## src/hdl/gf2eb_pkg.sv

```systemverilog
// shared constants and controller/datapath interface types for the gf(2) echelon basis
`default_nettype none

package gf2eb_pkg;

  localparam int VEC_WIDTH_DEF = 32;
  localparam int OPERAND_W     = 32;
  localparam int RANK_W        = 6;
  localparam int REQ_W         = 2;

  localparam logic [REQ_W-1:0] REQ_INSERT = 2'd0;
  localparam logic [REQ_W-1:0] REQ_CLEAR  = 2'd2;

  typedef struct packed {
    logic load;
    logic rd_en;
    logic elim;
    logic clr;
    logic append;
    logic emit;
    logic add;
  } dp_cmd_t;

  typedef struct packed {
    logic res_zero;
    logic full;
  } dp_stat_t;

endpackage

`default_nettype wire

```

## src/hdl/gf2eb_ctrl.sv

```systemverilog
// sequencing state machine for the reduce and elimination passes
`default_nettype none

module gf2eb_ctrl
  import gf2eb_pkg::*;
#(
  parameter int VEC_WIDTH = VEC_WIDTH_DEF,
  localparam int CNT_W = $clog2(VEC_WIDTH + 1)
) (
  input  wire logic             clk,
  input  wire logic             rst_n,
  input  wire logic             start,
  input  wire logic [REQ_W-1:0] in_req_type,
  output logic                  busy,
  input  wire logic [CNT_W-1:0] count,
  input  wire dp_stat_t         stat,
  output logic [CNT_W-1:0]      idx,
  output dp_cmd_t               cmd
);

  localparam logic [2:0] S_IDLE = 3'd0;
  localparam logic [2:0] S_RED  = 3'd1;
  localparam logic [2:0] S_PIV  = 3'd2;
  localparam logic [2:0] S_ELIM = 3'd3;
  localparam logic [2:0] S_APP  = 3'd4;

  logic [2:0]       state_r, state_nxt;
  logic [CNT_W-1:0] idx_r, idx_nxt;
  logic             ins_r, ins_nxt;

  always_comb begin
    state_nxt = state_r;
    idx_nxt   = idx_r;
    ins_nxt   = ins_r;
    cmd       = '0;
    case (state_r)
      S_IDLE: begin
        if (start) begin
          if (in_req_type == REQ_CLEAR) begin
            cmd.clr  = 1'b1;
            cmd.emit = 1'b1;
          end else begin
            cmd.load  = 1'b1;
            ins_nxt   = (in_req_type == REQ_INSERT);
            idx_nxt   = '0;
            state_nxt = S_RED;
          end
        end
      end
      S_RED: begin
        if (idx_r < count) begin
          cmd.rd_en = 1'b1;
          idx_nxt   = idx_r + CNT_W'(1);
        end else begin
          state_nxt = S_PIV;
        end
      end
      S_PIV: begin
        if (ins_r && !stat.res_zero && !stat.full) begin
          idx_nxt   = '0;
          state_nxt = S_ELIM;
        end else begin
          cmd.emit  = 1'b1;
          state_nxt = S_IDLE;
        end
      end
      S_ELIM: begin
        if (idx_r < count) begin
          cmd.rd_en = 1'b1;
          cmd.elim  = 1'b1;
          idx_nxt   = idx_r + CNT_W'(1);
        end else begin
          state_nxt = S_APP;
        end
      end
      S_APP: begin
        cmd.append = 1'b1;
        cmd.emit   = 1'b1;
        cmd.add    = 1'b1;
        state_nxt  = S_IDLE;
      end
      default: begin
        state_nxt = S_IDLE;
      end
    endcase
  end

  always_ff @(posedge clk) begin
    if (!rst_n) begin
      state_r <= S_IDLE;
      idx_r   <= '0;
      ins_r   <= 1'b0;
    end else begin
      state_r <= state_nxt;
      idx_r   <= idx_nxt;
      ins_r   <= ins_nxt;
    end
  end

  assign busy = (state_r != S_IDLE);
  assign idx  = idx_r;

endmodule

`default_nettype wire

```

## src/hdl/gf2eb_dpath.sv

```systemverilog
// basis memory, residue accumulator, pivot detect and result registers
`default_nettype none

module gf2eb_dpath
  import gf2eb_pkg::*;
#(
  parameter int VEC_WIDTH = VEC_WIDTH_DEF,
  localparam int CNT_W = $clog2(VEC_WIDTH + 1)
) (
  input  wire logic                 clk,
  input  wire logic                 rst_n,
  input  wire logic [OPERAND_W-1:0] in_operand_value,
  input  wire dp_cmd_t              cmd,
  input  wire logic [CNT_W-1:0]     idx,
  output logic [CNT_W-1:0]          count,
  output dp_stat_t                  stat,
  output logic                      out_strobe,
  output logic                      out_added,
  output logic                      out_in_span,
  output logic [OPERAND_W-1:0]      out_residue,
  output logic [RANK_W-1:0]         out_rank
);

  localparam int ADDR_W = $clog2(VEC_WIDTH);
  localparam int WORD_W = 2 * VEC_WIDTH;

  // highest set bit as a one-hot mask
  function automatic logic [VEC_WIDTH-1:0] top_onehot(input logic [VEC_WIDTH-1:0] v);
    logic [VEC_WIDTH-1:0] oh;
    for (int b = 0; b < VEC_WIDTH; b++) begin
      oh[b] = v[b] && ((v >> (b + 1)) == '0);
    end
    return oh;
  endfunction

  // word holds pivot mask above vector
  logic [WORD_W-1:0]    mem [VEC_WIDTH];
  logic [WORD_W-1:0]    rd_data_r;
  logic [ADDR_W-1:0]    rd_addr_r;
  logic                 rd_vld_r;
  logic                 rd_elim_r;
  logic [VEC_WIDTH-1:0] res_r, res_nxt;
  logic [VEC_WIDTH-1:0] piv_r;
  logic [CNT_W-1:0]     count_r, count_nxt;

  logic [VEC_WIDTH-1:0]           rd_vec, rd_piv, val;
  logic [VEC_WIDTH+OPERAND_W-1:0] op_ext;
  logic [OPERAND_W+VEC_WIDTH-1:0] res_ext;
  logic [CNT_W+RANK_W-1:0]        rank_ext;
  logic                           wr_en;
  logic [ADDR_W-1:0]              wr_addr;
  logic [WORD_W-1:0]              wr_data;

  logic                 out_strobe_r;
  logic                 out_added_r;
  logic                 out_in_span_r;
  logic [OPERAND_W-1:0] out_residue_r;
  logic [RANK_W-1:0]    out_rank_r;

  assign rd_vec = rd_data_r[VEC_WIDTH-1:0];
  assign rd_piv = rd_data_r[WORD_W-1:VEC_WIDTH];
  assign op_ext = {{VEC_WIDTH{1'b0}}, in_operand_value};
  assign val    = op_ext[VEC_WIDTH-1:0];

  always_comb begin
    res_nxt = res_r;
    if (cmd.load) begin
      res_nxt = val;
    end else if (rd_vld_r && !rd_elim_r && ((res_r & rd_piv) != '0)) begin
      res_nxt = res_r ^ rd_vec;
    end
  end

  always_comb begin
    count_nxt = count_r;
    if (cmd.clr) begin
      count_nxt = '0;
    end else if (cmd.append) begin
      count_nxt = count_r + CNT_W'(1);
    end
  end

  always_comb begin
    wr_en   = 1'b0;
    wr_addr = rd_addr_r;
    wr_data = {rd_piv, rd_vec ^ res_r};
    if (cmd.append) begin
      wr_en   = 1'b1;
      wr_addr = count_r[ADDR_W-1:0];
      wr_data = {piv_r, res_r};
    end else if (rd_vld_r && rd_elim_r && ((rd_vec & piv_r) != '0)) begin
      wr_en = 1'b1;
    end
  end

  always_ff @(posedge clk) begin
    if (wr_en) begin
      mem[wr_addr] <= wr_data;
    end
    if (cmd.rd_en) begin
      rd_data_r <= mem[idx[ADDR_W-1:0]];
    end
  end

  always_ff @(posedge clk) begin
    rd_addr_r <= idx[ADDR_W-1:0];
    rd_elim_r <= cmd.elim;
    res_r     <= res_nxt;
    piv_r     <= top_onehot(res_r);
  end

  assign res_ext  = {{OPERAND_W{1'b0}}, res_r};
  assign rank_ext = {{RANK_W{1'b0}}, count_nxt};

  always_ff @(posedge clk) begin
    if (cmd.emit) begin
      out_added_r   <= cmd.add;
      out_in_span_r <= !cmd.clr && (res_r == '0);
      out_residue_r <= cmd.clr ? '0 : res_ext[OPERAND_W-1:0];
      out_rank_r    <= rank_ext[RANK_W-1:0];
    end
  end

  always_ff @(posedge clk) begin
    if (!rst_n) begin
      rd_vld_r     <= 1'b0;
      count_r      <= '0;
      out_strobe_r <= 1'b0;
    end else begin
      rd_vld_r     <= cmd.rd_en;
      count_r      <= count_nxt;
      out_strobe_r <= cmd.emit;
    end
  end

  assign count         = count_r;
  assign stat.res_zero = (res_r == '0);
  assign stat.full     = (count_r == CNT_W'(VEC_WIDTH));
  assign out_strobe    = out_strobe_r;
  assign out_added     = out_added_r;
  assign out_in_span   = out_in_span_r;
  assign out_residue   = out_residue_r;
  assign out_rank      = out_rank_r;

endmodule

`default_nettype wire

```

## src/hdl/gf2_echelon_basis.sv

```systemverilog
// top level of the reduced echelon basis over gf(2)
//
//  channel  | ports                                          | beat taken
//  ---------+------------------------------------------------+----------------------
//  command  | start, busy, in_req_type, in_operand_value     | start high, busy low
//  result   | out_strobe, out_added, out_in_span,            | every strobe cycle
//           | out_residue, out_rank                          |
//
//  clear: result strobe in the next cycle, busy stays low
//  insert or query: a reduction pass over the stored vectors through the single
//  memory read port, and for a new vector an elimination pass, then the strobe
//  rst_n clears the rank to zero; the vector memory needs no clearing pass
//  the result is shown for one cycle only, the receiver cannot stall
`default_nettype none

module gf2_echelon_basis
  import gf2eb_pkg::*;
#(
  parameter int VEC_WIDTH = VEC_WIDTH_DEF
) (
  input  wire logic                 clk,
  input  wire logic                 rst_n,
  input  wire logic                 start,
  output logic                      busy,
  input  wire logic [REQ_W-1:0]     in_req_type,
  input  wire logic [OPERAND_W-1:0] in_operand_value,
  output logic                      out_strobe,
  output logic                      out_added,
  output logic                      out_in_span,
  output logic [OPERAND_W-1:0]      out_residue,
  output logic [RANK_W-1:0]         out_rank
);

  localparam int CNT_W = $clog2(VEC_WIDTH + 1);

  dp_cmd_t          cmd;
  dp_stat_t         stat;
  logic [CNT_W-1:0] count;
  logic [CNT_W-1:0] idx;

  gf2eb_ctrl #(
    .VEC_WIDTH(VEC_WIDTH)
  ) u_ctrl (
    .clk        (clk),
    .rst_n      (rst_n),
    .start      (start),
    .in_req_type(in_req_type),
    .busy       (busy),
    .count      (count),
    .stat       (stat),
    .idx        (idx),
    .cmd        (cmd)
  );

  gf2eb_dpath #(
    .VEC_WIDTH(VEC_WIDTH)
  ) u_dpath (
    .clk             (clk),
    .rst_n           (rst_n),
    .in_operand_value(in_operand_value),
    .cmd             (cmd),
    .idx             (idx),
    .count           (count),
    .stat            (stat),
    .out_strobe      (out_strobe),
    .out_added       (out_added),
    .out_in_span     (out_in_span),
    .out_residue     (out_residue),
    .out_rank        (out_rank)
  );

endmodule

`default_nettype wire

```

## config.mk

```make
export PLATFORM = sky130hd
export DESIGN_NAME = gf2_echelon_basis
export DESIGN_NICKNAME = d
export VERILOG_FILES = /design/src/hdl/gf2eb_pkg.sv /design/src/hdl/gf2eb_ctrl.sv /design/src/hdl/gf2eb_dpath.sv /design/src/hdl/gf2_echelon_basis.sv
export SDC_FILE = /design/constraint.sdc
export NUM_CORES = 2
export LEC_CHECK = 0
export BUFFER_PORTS_ARGS = -buffer_cell sky130_fd_sc_hd__buf_2
export CAP_MARGIN = 20
export CORE_MARGIN = 4
export CORE_UTILIZATION = 60
export DETAILED_ROUTE_END_ITERATION = 10
export GPL_ROUTABILITY_DRIVEN = 0
export PLACE_DENSITY = 0.76
export REMOVE_ABC_BUFFERS = 1
export SYNTH_ARGS = -nofsm -noshare
export SYNTH_HDL_FRONTEND = slang
export SYNTH_SLANG_ARGS = --single-unit
```

## constraint.sdc

```tcl
create_clock -name clk -period 6.2 [get_ports clk]
set_input_delay 1.24 -clock clk [delete_from_list [all_inputs] [get_ports clk]]
set_output_delay 1.24 -clock clk [all_outputs]
set_load 0.05 [all_outputs]
```

==> After elaboration in Yosys (flattened, before gate mapping) <==
Memory sizes are Yosys's and may differ from the RTL's. A register that Yosys moved wholly into a read port is not among the register bits.
Index checks and enable logic that the tools add are counted.
{ "op_classes": {"n_addsub": 2, "magnitude_cmp": 1, "n_eq_ne": 12, "n_mux": 33, "bitwise_logic": 4, "reduce_logical": 85} }
{ "op_table": {"columns": ["operator", "n"], "rows": [
  ["$logic_not 32->1", 32],
  ["$and 32x32->32", 2],
  ["$mux 32", 2],
  ["$mux 64", 1],
  ["$reduce_bool 32->1", 2],
  ["$logic_and 1x1->1", 38],
  ["$mux 6", 6],
  ["$xor 32x32->32", 1],
  ["$pmux 6 s3", 1],
  ["$mux 1", 13],
  ["$add 6x1->6 const B", 2],
  ["$mux 3", 4],
  ["$pmux 3 s4", 1],
  ["$ne 2x2->1 const B", 4],
  ["$eq 3x2->1 const B", 2],
  ["$eq 6x6->1 const B", 1],
  ["$lt 6x6->1", 1],
  ["$reduce_bool 3->1", 2],
  ["$mux 5", 1],
  ["$reduce_and 5->1", 1],
  ["$logic_not 1->1", 4],
  ["$mux 2", 2],
  ["$ne 2x1->1 const B", 2],
  ["$reduce_and 4->1", 1],
  ["other kinds (11)", 11]
]} }
{ "totals": {"reg_bits": 128, "ramBits": 2048, "inputBits": 37, "output_inout_bits": 42, "word_cells": 152, "memories": 1} }
{ "mem_list": {"columns": ["memory", "depth", "word_bits", "rd", "rd_ports_with_merged_regs", "wr", "line", "text"], "rows": [
  ["u_dpath.mem", 32, 64, 1, 1, 1, "gf2eb_dpath.sv:37", "logic [WORD_W-1:0] mem [VEC_WIDTH];"]
]} }

==> Longest topological paths before layout <==
{ "logic_depth": {"ltp_word": 7, "depth_mapped": 9, "depth_no_buf": 8} }

==> Cells and area by module <==
Synthesis repeated with hierarchy kept, for this count alone.
{ "hier_totals": {"cells_unflattened": 4002, "area_unflattened_um2": 85802.3} }
{ "by_module_without_submodules": {"columns": ["module", "instances", "cells_per_inst", "area_per_inst_um2", "seq_area_each_um2"], "rows": [
  ["gf2eb_dpath", 1, 3908, 85074.1, 66503.8],
  ["gf2eb_ctrl", 1, 94, 728.2, 200.2]
]} }

==> Least setup slack after synthesis <==
No wires, ideal clock.
{ "synth_path": {"path_type": "register -> register", "start": "register u_dpath.count_r[3] (netlist: u_dpath.count[3])", "end": "register u_ctrl.idx_r[3] (netlist: u_ctrl.idx[3])", "setup_time_ns": 0.095, "t_arrival_ns": 4.727, "required_ns": 6.105, "setup_slack_ns": 1.378, "stages_incl_launch_ff": 9, "synth_period_minus_slack_ns": 4.822, "cell_sequence": "dfxtp_1 > inv_1 > ha_1 > a211o_1 > a21oi_1 > o21ai_2 > nor2_1 > a41oi_1 > a311oi_1"} }
{ "synth_via": {"elab_chain_len": 5, "elab_cells_between_ends": 7, "classes_between": "order compare (1); eq/ne (3); reduce/logical (3)"} }
{ "synth_lines": {"columns": ["element", "line", "text"], "rows": [
  ["from (decl)", "gf2eb_dpath.sv:44", "logic [CNT_W-1:0] count_r, count_nxt;"],
  ["from (signal assigned)", "gf2eb_dpath.sv:131", "count_r <= count_nxt;"],
  ["parallel branches: the longest is 4 deep, another holds $lt 6x6->1", null, null],
  ["$reduce_and 5->1 (no line) (*)", null, null],
  ["to (signal assigned)", "gf2eb_ctrl.sv:95", "idx_r <= idx_nxt;"],
  ["to (decl)", "gf2eb_ctrl.sv:28", "logic [CNT_W-1:0] idx_r, idx_nxt;"]
]} }
Mark *: on every way between the ends.
A chain may end at the register's enable or synchronous reset.

==> Worst setup path in the final report <==
{ "layout_path": {"start": "register u_ctrl.state_r[0]", "end": "memory u_dpath.mem[11][42] (netlist name), enable pin"} }
{ "layout_via": {"elab_chain_len": 5, "elab_cells_between_ends": 6, "classes_between": "eq/ne (1); mux (5)"} }
{ "layout_lines": {"columns": ["element", "line", "text"], "rows": [
  ["from (decl)", "gf2eb_ctrl.sv:27", "logic [2:0] state_r, state_nxt;"],
  ["from (signal assigned)", "gf2eb_ctrl.sv:94", "state_r <= state_nxt;"],
  ["$eq 3x3->1 (*)", "gf2eb_ctrl.sv:36", "case (state_r)"],
  ["$mux 1 (*)", "gf2eb_ctrl.sv:36", null],
  ["$mux 1", "gf2eb_dpath.sv:87", "if (cmd.append) begin"],
  ["$mux 1", "gf2eb_dpath.sv:97", "if (wr_en) begin"],
  ["$mux 1 (not written as such)", "gf2eb_dpath.sv:98", "mem[wr_addr] <= wr_data;"],
  ["to (decl)", "gf2eb_dpath.sv:37", null]
]} }
Mark *: on every way between the ends. The rest lies on a longest branch, timed or not.

==> out/results.env <==
POST_CTS.REPAIR.SETUP_BUFFERS=0
GRT.TOTAL_USAGE=0.304
DETAILROUTE.VIA_COUNT=42100
CLOCK.FMAX_MHz=224
HTREEDEPTH=4
DIE_H_UM=386
LAYOUT.CELL_AREA.NON_FILLER_UM2=96900
SYNTHDOMINANTAREACELLTYPE='sky130_fd_sc_hd__edfxtp_1'
POWER.SHARE.SWITCHING=0.208
FINAL-MAX-SLEW-VIOLATION-COUNT=0
CTS_TREE='yes'
POWER_DENSITY_nW_PER_UM2=311
INITIAL_UTILIZATION=0.605
INSERTION_DELAY_PS=850
ROUTED_WIRE_LENGTH_PER_INSTANCE_UM=37.0
DETAIL_ROUTE.VIAS_PER_CELL=7.00
VDD.IR_DROP.WORST_mV=0.267
TIGHTEST_SLEW_PS=1210
PORT_BUFFERS=78
MAX-CAP-VIOLATIONS=0
LEAKAGE_uW=0.0295
POST_SYNTH_MAIN_AREA_CONTRIBUTORS='sky130_fd_sc_hd__edfxtp_1, sky130_fd_sc_hd__mux4_2, sky130_fd_sc_hd__dfxtp_1, sky130_fd_sc_hd__mux2_2, sky130_fd_sc_hd__xnor2_1'
SETUP_VIOL_COUNT_FINAL=0
SLEW_HEADROOM=0.196
CTS_MADE_BUFFERS=209
DRT_ITER0_DRC=7309
P_SWITCHING_uW=6250
TOTAL_CONGESTION_OVERFLOW_AFTER_GLOBAL_ROUTING=0
WORSTPATHARRIVAL_PS=4910
TOTALWIRELENGTH_UM=223000
SHARE_OF_LAYOUT_CELLS_ABOVE_DRIVE_STRENGTH_1=0.312
CELL_INTERNAL_PWR_uW=23900
SHARE_OF_POWER_BURNED_IN_THE_CLOCK_NETWORK=0.414
YOSYSUNIQUECELLTYPES=52
STATUS='finished clean'
YS_SEQ_ELEMENTS=2240
FIN_CLK_SKEW_PS=47.2
MIN-DELAY-PATH-CLASS='reg2reg'
TOTAL_DIE_AREA_UM2=149000
PLACE_HPWL_UM=120000
DIE_W_UM=386
CTS.REPORTEDPATHS.CLKPINSLEW_PS=60
ANTENNA_FOUND_INITIAL=7
AREA_GROW_SYN2LAYOUT_PCT=12.9
LAYOUT_MIN_CYCLE_TIME_PS=4460
SYN_INST=3711
YOSYSSEQAREASHARE=0.778
COMB_PWR_SHARE=0.027
NNETSFINAL=4000
REMAINING_DRC_ERRORS=0
MAXIMUM_NUMBER_OF_PINS_ON_ONE_NET_BEFORE_GLOBAL_ROUTE_REPAIR=124
ROW_COUNT=138
CRIT_PATH_MAX_FANOUT=47
SEQUENTIAL_POWER_SHARE=0.560
CTS_ROOT_BUF='sky130_fd_sc_hd__clkbuf_16'
SYNTHDOMINANTCELLAREASHARE=0.765
PIN_COUNT=79
SETUP.WORST_PATH.END_CLASS='register'
SYNTHESIS.AREA_UM2=85800
ROUTED_ANTENNA_NETS=0
POSTCTSRESIZEDCELLS=0
LAYOUT.CELLS.MOST_COMMON='sky130_fd_sc_hd__edfxtp_1'
CTS.SINKS=2240
CRITICAL_PATH_REQUIRED_PS=6650
POST_DP_CELL_AREA_UM2=89800
SYNTH-EDFF-COUNT=2184
CTS_HOLD_BUFFERS=0
CRIT_PATH_START_KIND='register'
YOSYSWARNINGCOUNT=0
WORSTSETUPPATHTYPE='reg2reg'
COMMONEST_REGISTER_CELL_AFTER_SYNTHESIS='sky130_fd_sc_hd__edfxtp_1'
MEAN_INSTANCE_SIZE_IN_THE_SYNTHESIZED_NETLIST_UM2=23.1
COREAREA_UM2=142000
MOST-COMMON-LAYOUT-CELLS='sky130_fd_sc_hd__edfxtp_1, sky130_fd_sc_hd__mux4_2, sky130_fd_sc_hd__clkbuf_16'
GRT_PASS1_WL_UM=317000
PERIOD_SHARE=0.719
FINAL-HOLD-VIOLATION-COUNT=0
DESIGN_POWER_TOTAL_uW=30100
ASYNC_FLOP_SHARE=0
VIA_COUNT_OF_THE_FIRST_GLOBAL_ROUTING_PASS=42300
FIRST_PASS_ITERS=6
RSZ_0062_RAISED_AFTER_GLOBAL_ROUTING='no'
CTSLONGESTPATHBUFFERS=3
FINAL_CORE_UTILIZATION=0.683
-- final cells by class --
type                    instances  area (um2)
diodes                          2        5.00
clock buffers                 257        5520
clock inverters               123        1030
fillers                      8025       44900
inverters                      20        75.1
multi-input cells            1255       18800
flip-flops and latches       2240       66700
well taps                    1890        2360
repair buffers                229        2350
-- cell families after synthesis --
group / count (synthesis) / synth area share
AOI/OAI and AO/OA: 107 / 0.00852
buffers and inverters: 216 / 0.00960
DFF: 2240 / 0.778
muxes: 706 / 0.177
and+or+nand+nor: 364 / 0.0193
xor gates and xnor gates: 70 / 0.00715
adders and majority gates: 8 / 0.00117
-- power by group through the flow --
| stage | logic [uW] | registers (uW) | clock network [uW] |
|---|---|---|---|
| after floorplan | 350 | 17200 | 0 |
| after global placement | 725 | 17200 | 0 |
| after detailed placement | 759 | 17200 | 0 |
| after CTS | 767 | 16800 | 12500 |
| after global routing | 844 | 16800 | 13300 |
| final | 801 | 16900 | 12500 |
-- cell usage after synthesis (all sizes together) (18+ instances only) --
master / instances
clkbuf: 156
a22oi: 25
and2: 32
edfxtp: 2184
inv: 19
mux2: 64
a21oi: 42
dfxtp: 56
nand2: 158
buf: 40
nor3: 18
xnor2: 70
nor2: 95
mux4: 640
-- state kept, by name (all words and copies together), names as in the netlist, 5 cells and up --
register             cells
u_dpath.count            6
u_dpath.rd_data_r       64
u_dpath.piv_r           32
u_dpath.mem           2048
u_dpath.out_rank         6
u_dpath.out_residue     32
u_ctrl.idx               6
u_dpath.rd_addr_r        5
u_dpath.res_r           32
-- metrics by stage --
| step | setup slack, ps | hold WS (ps) | TNS (ps) | cells |
|---|---|---|---|---|
| 2_1_floorplan | -16890 | 454 | -2409260 | 3515 |
| 3_3_place_gp | 1960 | 498 | 0 | 5602 |
| 3_5_place_dp | 1870 | 498 | 0 | 5612 |
| 4_1_cts | 1810 | 531 | 0 | 5992 |
| 5_1_grt | 1510 | 560 | 0 | 6014 |
| 6_report | 1740 | 535 | 0 | 6016 |
-- worst paths after layout --
kind,slack (ps),endpoint,startpoint,cells after the start
worst min-delay path,540,u_ctrl.idx[5],u_ctrl.idx[5],1
worst min register to register,540,u_ctrl.idx[5],u_ctrl.idx[5],1
worst max-delay path,1740,u_dpath.mem[11][42],u_ctrl.state_r[0],8
worst max register to register,1740,u_dpath.mem[11][42],u_ctrl.state_r[0],8
-- worst max-delay path: stages, from the launching register on --
cell,delay [ps]
sky130_fd_sc_hd__dfxtp_1,600
sky130_fd_sc_hd__nor2_1,160
sky130_fd_sc_hd__nand2_4,470
sky130_fd_sc_hd__buf_4,450
sky130_fd_sc_hd__nand3_1,170
sky130_fd_sc_hd__nor2_1,180
sky130_fd_sc_hd__a31oi_2,440
sky130_fd_sc_hd__nor2_4,980
sky130_fd_sc_hd__buf_4,540
-- routing by layer --
layer | wire (um) | GRT usage
met1 | 78800 | 0.430
met2 | 107000 | 0.466
met3 | 28600 | 0.0904
met4 | 8270 | 0.100
met5 | 23 | 0
No activity file was read; power rests on OpenSTA's default activity.
